==> src/hdl/mie_pkg.sv <==
// ----------------------------------------------------------------------------
// mie_pkg
// Shared widths, register map and sequencer states for the modular inverse
// block.
// ----------------------------------------------------------------------------
package mie_pkg;

    localparam int WIDTH = 16;
    // Bezout coefficients and their shifted copies stay within a few times
    // the modulus, so two guard bits and a sign bit are enough.
    localparam int CW = WIDTH + 3;
    // Shift count of the divisor: at most WIDTH-1.
    localparam int SH_W = $clog2(WIDTH);

    localparam int DATA_W = 32;
    localparam int ADDR_W = 2;

    localparam logic [ADDR_W-1:0] ADDR_MODULUS = ADDR_W'(0);
    localparam logic [WIDTH-1:0] MODULUS_RESET = WIDTH'(5);

    typedef enum logic [2:0] {
        ST_IDLE,
        ST_ALIGN,
        ST_SUB,
        ST_REDUCE
    } state_t;

endpackage

==> src/hdl/modular_inverse_euclid.sv <==
// ----------------------------------------------------------------------------
// modular_inverse_euclid
// Modular inverse of a value by the extended Euclidean algorithm, with one
// shared shift, compare and subtract datapath under a small sequencer.
// ----------------------------------------------------------------------------
// One value is taken at a time; in_ready is high only while the sequencer is
// idle. Each Euclid step runs a shift-subtract division: the divisor is
// shifted left while it still fits under the dividend, then one quotient bit
// per cycle is resolved while it shifts back, and the coefficient update
// rides along with each subtraction. A final reduction adds or subtracts the
// modulus until the result lies in 0..modulus-1. A value of zero gives zero;
// a modulus of zero gives zero. The modulus register sits at byte address 0
// and may only be written while no item is in flight.
module modular_inverse_euclid (
    input  logic                         clk,
    input  logic                         rst_n,
    // configuration port
    input  logic                         psel,
    input  logic                         penable,
    input  logic                         pwrite,
    input  logic [mie_pkg::ADDR_W-1:0]   paddr,
    input  logic [mie_pkg::DATA_W-1:0]   pwdata,
    output logic [mie_pkg::DATA_W-1:0]   prdata,
    output logic                         pready,
    // input channel
    input  logic                         in_valid,
    output logic                         in_ready,
    input  logic [mie_pkg::WIDTH-1:0]    value,
    // output channel
    output logic                         out_valid,
    input  logic                         out_ready,
    output logic [mie_pkg::WIDTH-1:0]    inverse
);
    import mie_pkg::*;

    state_t                  state_reg, state_next;
    logic [WIDTH-1:0]        modulus_reg;
    logic [WIDTH-1:0]        ra_reg, ra_next;      // running remainder of dividend
    logic [WIDTH-1:0]        rb_reg, rb_next;      // divisor of this step
    logic [WIDTH-1:0]        d_reg, d_next;        // divisor shifted left by sh
    logic [SH_W-1:0]         sh_reg, sh_next;
    logic signed [CW-1:0]    prev_reg, prev_next;
    logic signed [CW-1:0]    cur_reg, cur_next;
    logic signed [CW-1:0]    nx_reg, nx_next;      // coefficient being built
    logic signed [CW-1:0]    cd_reg, cd_next;      // cur shifted left by sh
    logic                    ovalid_reg, ovalid_next;
    logic [WIDTH-1:0]        inverse_reg, inverse_next;

    logic                    cfg_wr;
    logic                    fits;
    logic                    ge;
    logic [WIDTH-1:0]        ra_sub;
    logic signed [CW-1:0]    nx_sub;
    logic signed [CW-1:0]    mod_s;
    logic                    out_free;

    assign pready   = 1'b1;
    assign cfg_wr   = psel && penable && pwrite && pready && (paddr == ADDR_MODULUS);
    assign prdata   = (paddr == ADDR_MODULUS) ? DATA_W'(modulus_reg) : '0;

    assign in_ready  = (state_reg == ST_IDLE);
    assign out_valid = ovalid_reg;
    assign inverse   = inverse_reg;
    assign out_free  = !ovalid_reg || out_ready;

    // shared datapath
    assign fits   = ({d_reg, 1'b0} <= {1'b0, ra_reg});
    assign ge     = (ra_reg >= d_reg);
    assign ra_sub = ge ? (ra_reg - d_reg) : ra_reg;
    assign nx_sub = ge ? (nx_reg - cd_reg) : nx_reg;
    assign mod_s  = signed'(CW'(modulus_reg));

    always_ff @(posedge clk or negedge rst_n)
    begin
        if (!rst_n)
        begin
            state_reg   <= ST_IDLE;
            modulus_reg <= MODULUS_RESET;
            ovalid_reg  <= 1'b0;
        end
        else
        begin
            state_reg  <= state_next;
            ovalid_reg <= ovalid_next;
            if (cfg_wr)
            begin
                modulus_reg <= pwdata[WIDTH-1:0];
            end
        end
    end

    always_ff @(posedge clk)
    begin
        ra_reg      <= ra_next;
        rb_reg      <= rb_next;
        d_reg       <= d_next;
        sh_reg      <= sh_next;
        prev_reg    <= prev_next;
        cur_reg     <= cur_next;
        nx_reg      <= nx_next;
        cd_reg      <= cd_next;
        inverse_reg <= inverse_next;
    end

    always_comb
    begin
        state_next   = state_reg;
        ra_next      = ra_reg;
        rb_next      = rb_reg;
        d_next       = d_reg;
        sh_next      = sh_reg;
        prev_next    = prev_reg;
        cur_next     = cur_reg;
        nx_next      = nx_reg;
        cd_next      = cd_reg;
        inverse_next = inverse_reg;
        ovalid_next  = ovalid_reg && !out_ready;

        case (state_reg)
            ST_IDLE:
            begin
                if (in_valid)
                begin
                    ra_next   = value;
                    rb_next   = modulus_reg;
                    d_next    = modulus_reg;
                    sh_next   = '0;
                    prev_next = CW'(1);
                    cur_next  = '0;
                    nx_next   = CW'(1);
                    cd_next   = '0;
                    // a zero modulus skips the loop and reduces to zero
                    state_next = (modulus_reg == '0) ? ST_REDUCE : ST_ALIGN;
                end
            end

            ST_ALIGN:
            begin
                // shift the divisor up while it still fits under the dividend
                if (fits)
                begin
                    d_next  = {d_reg[WIDTH-2:0], 1'b0};
                    cd_next = cd_reg <<< 1;
                    sh_next = sh_reg + SH_W'(1);
                end
                else
                begin
                    state_next = ST_SUB;
                end
            end

            ST_SUB:
            begin
                ra_next = ra_sub;
                nx_next = nx_sub;
                if (sh_reg == '0)
                begin
                    // step done: rotate remainders and coefficients
                    ra_next   = rb_reg;
                    rb_next   = ra_sub;
                    d_next    = ra_sub;
                    prev_next = cur_reg;
                    cur_next  = nx_sub;
                    cd_next   = nx_sub;
                    nx_next   = cur_reg;
                    state_next = (ra_sub == '0) ? ST_REDUCE : ST_ALIGN;
                end
                else
                begin
                    d_next  = d_reg >> 1;
                    cd_next = cd_reg >>> 1;
                    sh_next = sh_reg - SH_W'(1);
                end
            end

            ST_REDUCE:
            begin
                if (modulus_reg == '0)
                begin
                    if (out_free)
                    begin
                        inverse_next = '0;
                        ovalid_next  = 1'b1;
                        state_next   = ST_IDLE;
                    end
                end
                else if (prev_reg < 0)
                begin
                    prev_next = prev_reg + mod_s;
                end
                else if (prev_reg >= mod_s)
                begin
                    prev_next = prev_reg - mod_s;
                end
                else if (out_free)
                begin
                    // hold the result until the previous beat has gone
                    inverse_next = prev_reg[WIDTH-1:0];
                    ovalid_next  = 1'b1;
                    state_next   = ST_IDLE;
                end
            end

            default:
            begin
                state_next = ST_IDLE;
            end
        endcase
    end

endmodule

==> config.mk <==
export PLATFORM = sky130hd
export DESIGN_NAME = modular_inverse_euclid
export DESIGN_NICKNAME = d
export VERILOG_FILES = /design/src/hdl/mie_pkg.sv /design/src/hdl/modular_inverse_euclid.sv
export SDC_FILE = /design/constraint.sdc
export NUM_CORES = 1
export LEC_CHECK = 0
export BUFFER_PORTS_ARGS = -buffer_cell sky130_fd_sc_hd__buf_4
export CORE_ASPECT_RATIO = 0.5
export CORE_UTILIZATION = 30
export CTS_CLUSTER_DIAMETER = 200
export DETAILED_ROUTE_END_ITERATION = 8
export MAX_ROUTING_LAYER = met4
export SLEW_MARGIN = 10
export SYNTH_ARGS = -nofsm -noshare
export SYNTH_HDL_FRONTEND = slang
export SYNTH_SLANG_ARGS = --single-unit
==> constraint.sdc <==
create_clock -name clk -period 10.8 [get_ports clk]
set_clock_uncertainty 0.05 [all_clocks]
set_input_delay 1.08 -clock clk [delete_from_list [all_inputs] [get_ports clk]]
set_output_delay 1.08 -clock clk [all_outputs]
set_load 0.02 [all_outputs]
# Yosys cells after proc, flatten, opt, wreduce, memory -nomap -nowiden
# Index checks and enable logic that the tools add are counted.
dict set report classes {
  n_lt_le_gt_ge 4
  n_eq_ne 15
  reduce_logical 24
  n_mux 50
  addsub 6
}
# operator count
set op_table {}
lappend op_table {{$mux W19} 11}
lappend op_table {{$mux W16} 13}
lappend op_table {{$pmux W19 S3} 2}
lappend op_table {{$pmux W19 S2} 2}
lappend op_table {{$pmux W16 S2} 2}
lappend op_table {{$pmux W16 S3} 1}
lappend op_table {{$logic_not A16 Y1} 2}
lappend op_table {{$mux W3} 7}
lappend op_table {{$add A19 B17 Y19} 1}
lappend op_table {{$ge A19 B17 Y1} 1}
lappend op_table {{$lt A19 B1 Y1 const B} 1}
lappend op_table {{$sub A19 B17 Y19} 1}
lappend op_table {{$sub A19 B19 Y19} 1}
lappend op_table {{$ne A2 B2 Y1 const B} 9}
lappend op_table {{$le A17 B16 Y1} 1}
lappend op_table {{$ge A16 B16 Y1} 1}
lappend op_table {{$sub A16 B16 Y16} 1}
lappend op_table {{$reduce_and A5 Y1} 3}
lappend op_table {{$mux W4} 3}
lappend op_table {{$pmux W3 S4} 1}
lappend op_table {{$pmux W4 S3} 1}
lappend op_table {{$ne A3 B3 Y1 const B} 3}
lappend op_table {{$reduce_bool A3 Y1} 3}
lappend op_table {{$reduce_and A4 Y1} 2}
lappend op_table {{15 further kinds} 26}
dict set report word_totals {
  input_bits 57
  ff_bits 164
  output_inout_bits 51
}

# Longest topological paths before layout
dict set report logic_depth {
  ltp_word 7
  ltp_mapped 14
  depth_no_buf 13
}

# Worst setup path after synthesis
# OpenSTA, ideal clock, no wires.
dict set report synth_timing {
  kind {register to register}
  from {register modulus_reg[2]}
  to {register prev_reg[0] (enable)}
  setup_slack_ns 6.477
  arrival_ns 3.848
  setup_time_ns 0.425
  required_time_ns 10.325
  path_stages_with_launch 10
  cell_sequence {dfstp_2 inv_1 ha_1 and3_1 o21ai_1 a2111oi_1 o211ai_1 a211oi_1 o21ai_0 a211oi_1}
}
dict set report synth_between {
  elab_chain_cells 3
}
# element line
set synth_lines {}
lappend synth_lines {{start: declaration} modular_inverse_euclid.sv:37} ;# logic [WIDTH-1:0] modulus_reg;
lappend synth_lines {{start signal: assignment} modular_inverse_euclid.sv:87} ;# modulus_reg <= pwdata[WIDTH-1:0];
lappend synth_lines {{$ge A19 B17 Y1 / $logic_not A16 Y1 (equally long branches)} {modular_inverse_euclid.sv:191, modular_inverse_euclid.sv:178}}
lappend synth_lines {{$ne A3 B3 Y1 (no source line) / $ne A2 B2 Y1 (equally long branches)} --}
lappend synth_lines {{$reduce_and A5 Y1 (no source line) *} --}
lappend synth_lines {{end signal: assignment} modular_inverse_euclid.sv:98} ;# prev_reg <= prev_next;
lappend synth_lines {{end: declaration} modular_inverse_euclid.sv:42} ;# logic signed [CW-1:0] prev_reg, prev_next;
# Mark *: on every way between the ends. The rest lies on a longest branch, timed or not.
# A chain may end at the register's enable or synchronous reset.

# Worst setup path in the final report
dict set report layout_timing {
  from {register ra_reg[0]}
  to {register ra_reg[5], data pin}
}
dict set report layout_between {
  elab_chain_cells 4
}
# element line
set layout_lines {}
lappend layout_lines {{start: declaration} modular_inverse_euclid.sv:38} ;# logic [WIDTH-1:0] ra_reg, ra_next;
lappend layout_lines {{start signal: assignment} modular_inverse_euclid.sv:94} ;# ra_reg <= ra_next;
lappend layout_lines {{$sub A16 B16 Y16 / $ge A16 B16 Y1 (equally long branches)} {modular_inverse_euclid.sv:69, modular_inverse_euclid.sv:68}}
lappend layout_lines {{$mux W16 *} modular_inverse_euclid.sv:69} ;# assign ra_sub = ge ? (ra_reg - d_reg) : ra_reg;
lappend layout_lines {{$mux W16 *} modular_inverse_euclid.sv:156} ;# if (sh_reg == '0)
lappend layout_lines {{$pmux W16 S2 *} modular_inverse_euclid.sv:119} ;# case (state_reg)
lappend layout_lines {{via ra_next[5]} modular_inverse_euclid.sv:38}
# Mark *: on every way through the listed nets, which the timed path passes. The rest lies on a longest branch.

==> run summary <==
area delta synth->final: 13.4%
fraction of registers with async set/reset: 0.117
worst skew pair latency: 0.44 ns
Slew Limit Headroom: 0.210
worst hold path class: input port to asynchronous set/reset pin
# resized after CTS: 0
TritonCTS buffer count: 17
setup repair after global routing missed its margin: false
number of synthesis warnings: 0
final number of setup-violating endpoints: 0
Seq/Total Area, Yosys: 0.406
Total Negative Setup Slacks: 0 ns
clock net sink count: 163
number of standard cells in the layout, taps in and fillers out: 1852
Max-Cap Viols: 0
largest net degree at the start of global routing: 76
sum of routed wire length over all layers: 34.5 mm
Final Hold Viols: 0
final count of pins violating max slew: 0
number of hold-repair buffers added at the cts stage: 0
number of vias in the routed layout: 9739
share of layout cells above drive strength 1: 0.113
post-synth top area cell: sky130_fd_sc_hd__edfxtp_1
nets: 1469
commonest cells after routing, fill and taps aside: sky130_fd_sc_hd__edfxtp_1, sky130_fd_sc_hd__nor2_1, sky130_fd_sc_hd__nand2_1
GRT Resource Usage Total: 0.178
die span in x: 283 um
DP Wirelength: 25.1 mm
total of flip-flops plus latches after synthesis: 163
leading post-synthesis cells by cell area: sky130_fd_sc_hd__edfxtp_1, sky130_fd_sc_hd__ha_1, sky130_fd_sc_hd__nor2_1
Post-Synthesis Cell Area: 11800 sq um
floorplan die area: 40300 sq um
Cell Count Post-Placement: 1820
number of cell rows: 50
first-pass GRT wire length: 53.2 mm
critical path startpoint category: flip-flop
leftover overflow at the end of global routing: 0
initial core utilization: 0.310
area of the multi-input gates: 6360 sq um
H-tree lvl count: 4
CP Cell Sequence: inv_1, ha_1, fa_1, and2b_4, o21ai_0, a31oi_1, o211ai_1, nand2_2, buf_4, nor2_1, a21oi_1, a211oi_1, a21o_1
Port Buffer Count: 74
average size of a mapped cell: 9.23 sq um
clock input transition at the sequential cells of the worst setup and hold paths: 0.08 ns
required time at the endpoint of the critical path: 10.95 ns
maximum buffer depth of the clock tree: 2
vias in the first global route: 8903
clock root buffer: sky130_fd_sc_hd__clkbuf_16
CTS tree: built
slew at the pin closest to its max-slew limit: 1.18 ns
final estimated routing congestion in global placement: 0.951
Reg area: 4800 sq um
most common library cell in the layout ignoring fill and taps: sky130_fd_sc_hd__edfxtp_1
number of antenna-violating nets in the routed design: 0
primary flip-flop cell chosen by synthesis mapping: sky130_fd_sc_hd__edfxtp_1
vias per cell: 5.26
number of synthesized flops with an enable pin: 144
number of fill cells in the layout: 3880
part of the cycle the worst path needs: 0.387
height of the die: 142 um
outcome: complete, no violations
synthesized instance count: 1281
first-iteration detailed-routing DRC count: 1071
number of antenna violations at the first check in global routing: 0
Slowest Stage Delay on Critical Path: 0.55 ns
Yosys top cell area share: 0.366
final routed DRC violation total: 0
number of I/O pins: 108
crit path capture type: flip-flop
data arrival time of the worst path: 4.33 ns
Tmin final: 4.18 ns
routed length per instance: 18.7 um
number of setup buffers added after CTS: 0
Highest Clock Rate: 239 MHz
Distinct cells, synth: 79
master of the slowest instance on the critical path: sky130_fd_sc_hd__buf_4
floorplan core area: 38100 sq um
critical setup path kind: flip-flop to flip-flop
# diodes: 0
number of detailed-route iterations in the first pass: 7
CP max FO: 50
## final cells by class
| type | count | share of cell area |
|---|---|---|
| flip-flops and latches | 163 | 0.358 |
| clock inverters | 15 | 0.0109 |
| multi-input cells | 953 | 0.474 |
| repair buffers | 89 | 0.0498 |
| clock buffers | 17 | 0.0317 |
| inverters | 95 | 0.0266 |
| well taps | 520 | 0.0485 |
## cells in the mapped netlist (3+ instances only)
library cell / count
sky130_fd_sc_hd__o31ai_1: 6
sky130_fd_sc_hd__and2_1: 33
sky130_fd_sc_hd__or3_1: 4
sky130_fd_sc_hd__a31oi_1: 13
sky130_fd_sc_hd__buf_4: 17
sky130_fd_sc_hd__nand2b_1: 8
sky130_fd_sc_hd__or4_1: 6
sky130_fd_sc_hd__nor2_1: 127
sky130_fd_sc_hd__inv_1: 95
sky130_fd_sc_hd__a21o_1: 36
sky130_fd_sc_hd__nand4_1: 8
sky130_fd_sc_hd__a2111o_1: 3
sky130_fd_sc_hd__a22oi_1: 12
sky130_fd_sc_hd__a211oi_1: 29
sky130_fd_sc_hd__o21ai_1: 9
sky130_fd_sc_hd__a22o_1: 18
sky130_fd_sc_hd__nand3b_1: 3
sky130_fd_sc_hd__buf_6: 3
sky130_fd_sc_hd__edfxtp_1: 144
sky130_fd_sc_hd__clkbuf_1: 61
sky130_fd_sc_hd__nor3_1: 40
sky130_fd_sc_hd__o21ai_0: 70
sky130_fd_sc_hd__nor4_1: 9
sky130_fd_sc_hd__a21oi_1: 88
sky130_fd_sc_hd__o21a_1: 26
sky130_fd_sc_hd__nand2_1: 103
sky130_fd_sc_hd__and3_1: 6
sky130_fd_sc_hd__mux2_2: 7
sky130_fd_sc_hd__o211ai_1: 14
sky130_fd_sc_hd__ha_1: 88
sky130_fd_sc_hd__fa_1: 5
sky130_fd_sc_hd__nor2b_1: 18
sky130_fd_sc_hd__a21oi_2: 3
sky130_fd_sc_hd__o2111ai_1: 15
sky130_fd_sc_hd__o21bai_1: 4
sky130_fd_sc_hd__a222oi_1: 4
sky130_fd_sc_hd__nand3_1: 15
sky130_fd_sc_hd__dfrtp_1: 17
sky130_fd_sc_hd__xor2_1: 13
sky130_fd_sc_hd__a211o_1: 6
sky130_fd_sc_hd__mux2i_1: 10
sky130_fd_sc_hd__xnor2_1: 32
## worst paths after layout
check / from / endpoint / slack, ns / cells after the start
max: ra_reg[0] / ra_reg[5] / 6.62 / 13
min: rst_n / modulus_reg[8] / 0.49 / 1
max reg2reg: ra_reg[0] / ra_reg[5] / 6.62 / 13
min reg2reg: cur_reg[17] / prev_reg[17] / 0.52 / 2
max in group asynchronous: rst_n / modulus_reg[0] / 9.92 / 1
min in group clk: cur_reg[17] / prev_reg[17] / 0.52 / 2
## through the flow
| stage | util | hold slack (ns) | setup slack (ns) | area, sq um |
|---|---|---|---|---|
| detailed placement | 0.337 | 0.521 | 6.69 | 12800 |
| CTS | 0.352 | 0.485 | 6.65 | 13400 |
| floorplan | - | 0.468 | 6.48 | 11900 |
| global placement | 0.337 | 0.513 | 6.66 | 12800 |
| finish | 0.352 | 0.486 | 6.62 | 13400 |
| global route | 0.352 | 0.488 | 6.46 | 13400 |
## per-layer routing
layer	GRT usage	routed length (um)	share of wire
met5	-	0	0
met4	0.0512	762	0.022
met3	0.0212	1900	0.055
met2	0.266	15300	0.44
met1	0.252	16600	0.48
## critical path, delay by kind of cell, from the launching register on
family	cells	cell delay, ns
AND/OR/NAND/NOR	3	0.70
buffers and inverters	2	0.64
flip-flops	1	0.43
AO/OA/AOI/OAI	6	1.44
adder cells (fa/ha/maj)	2	0.65
## logic make-up after synthesis
family	share of synthesized area
and+or+nand+nor	0.160
AOI/OAI and AO/OA	0.218
buffers and inverters	0.0647
DFF	0.406
adders and majority gates	0.102
xor gates and xnor gates	0.0333
muxes	0.0151
other	0.000635
Power is left out: the tool's default activity adds up to more than one toggle a clock period on the data nets, which glitch-free logic cannot reach.
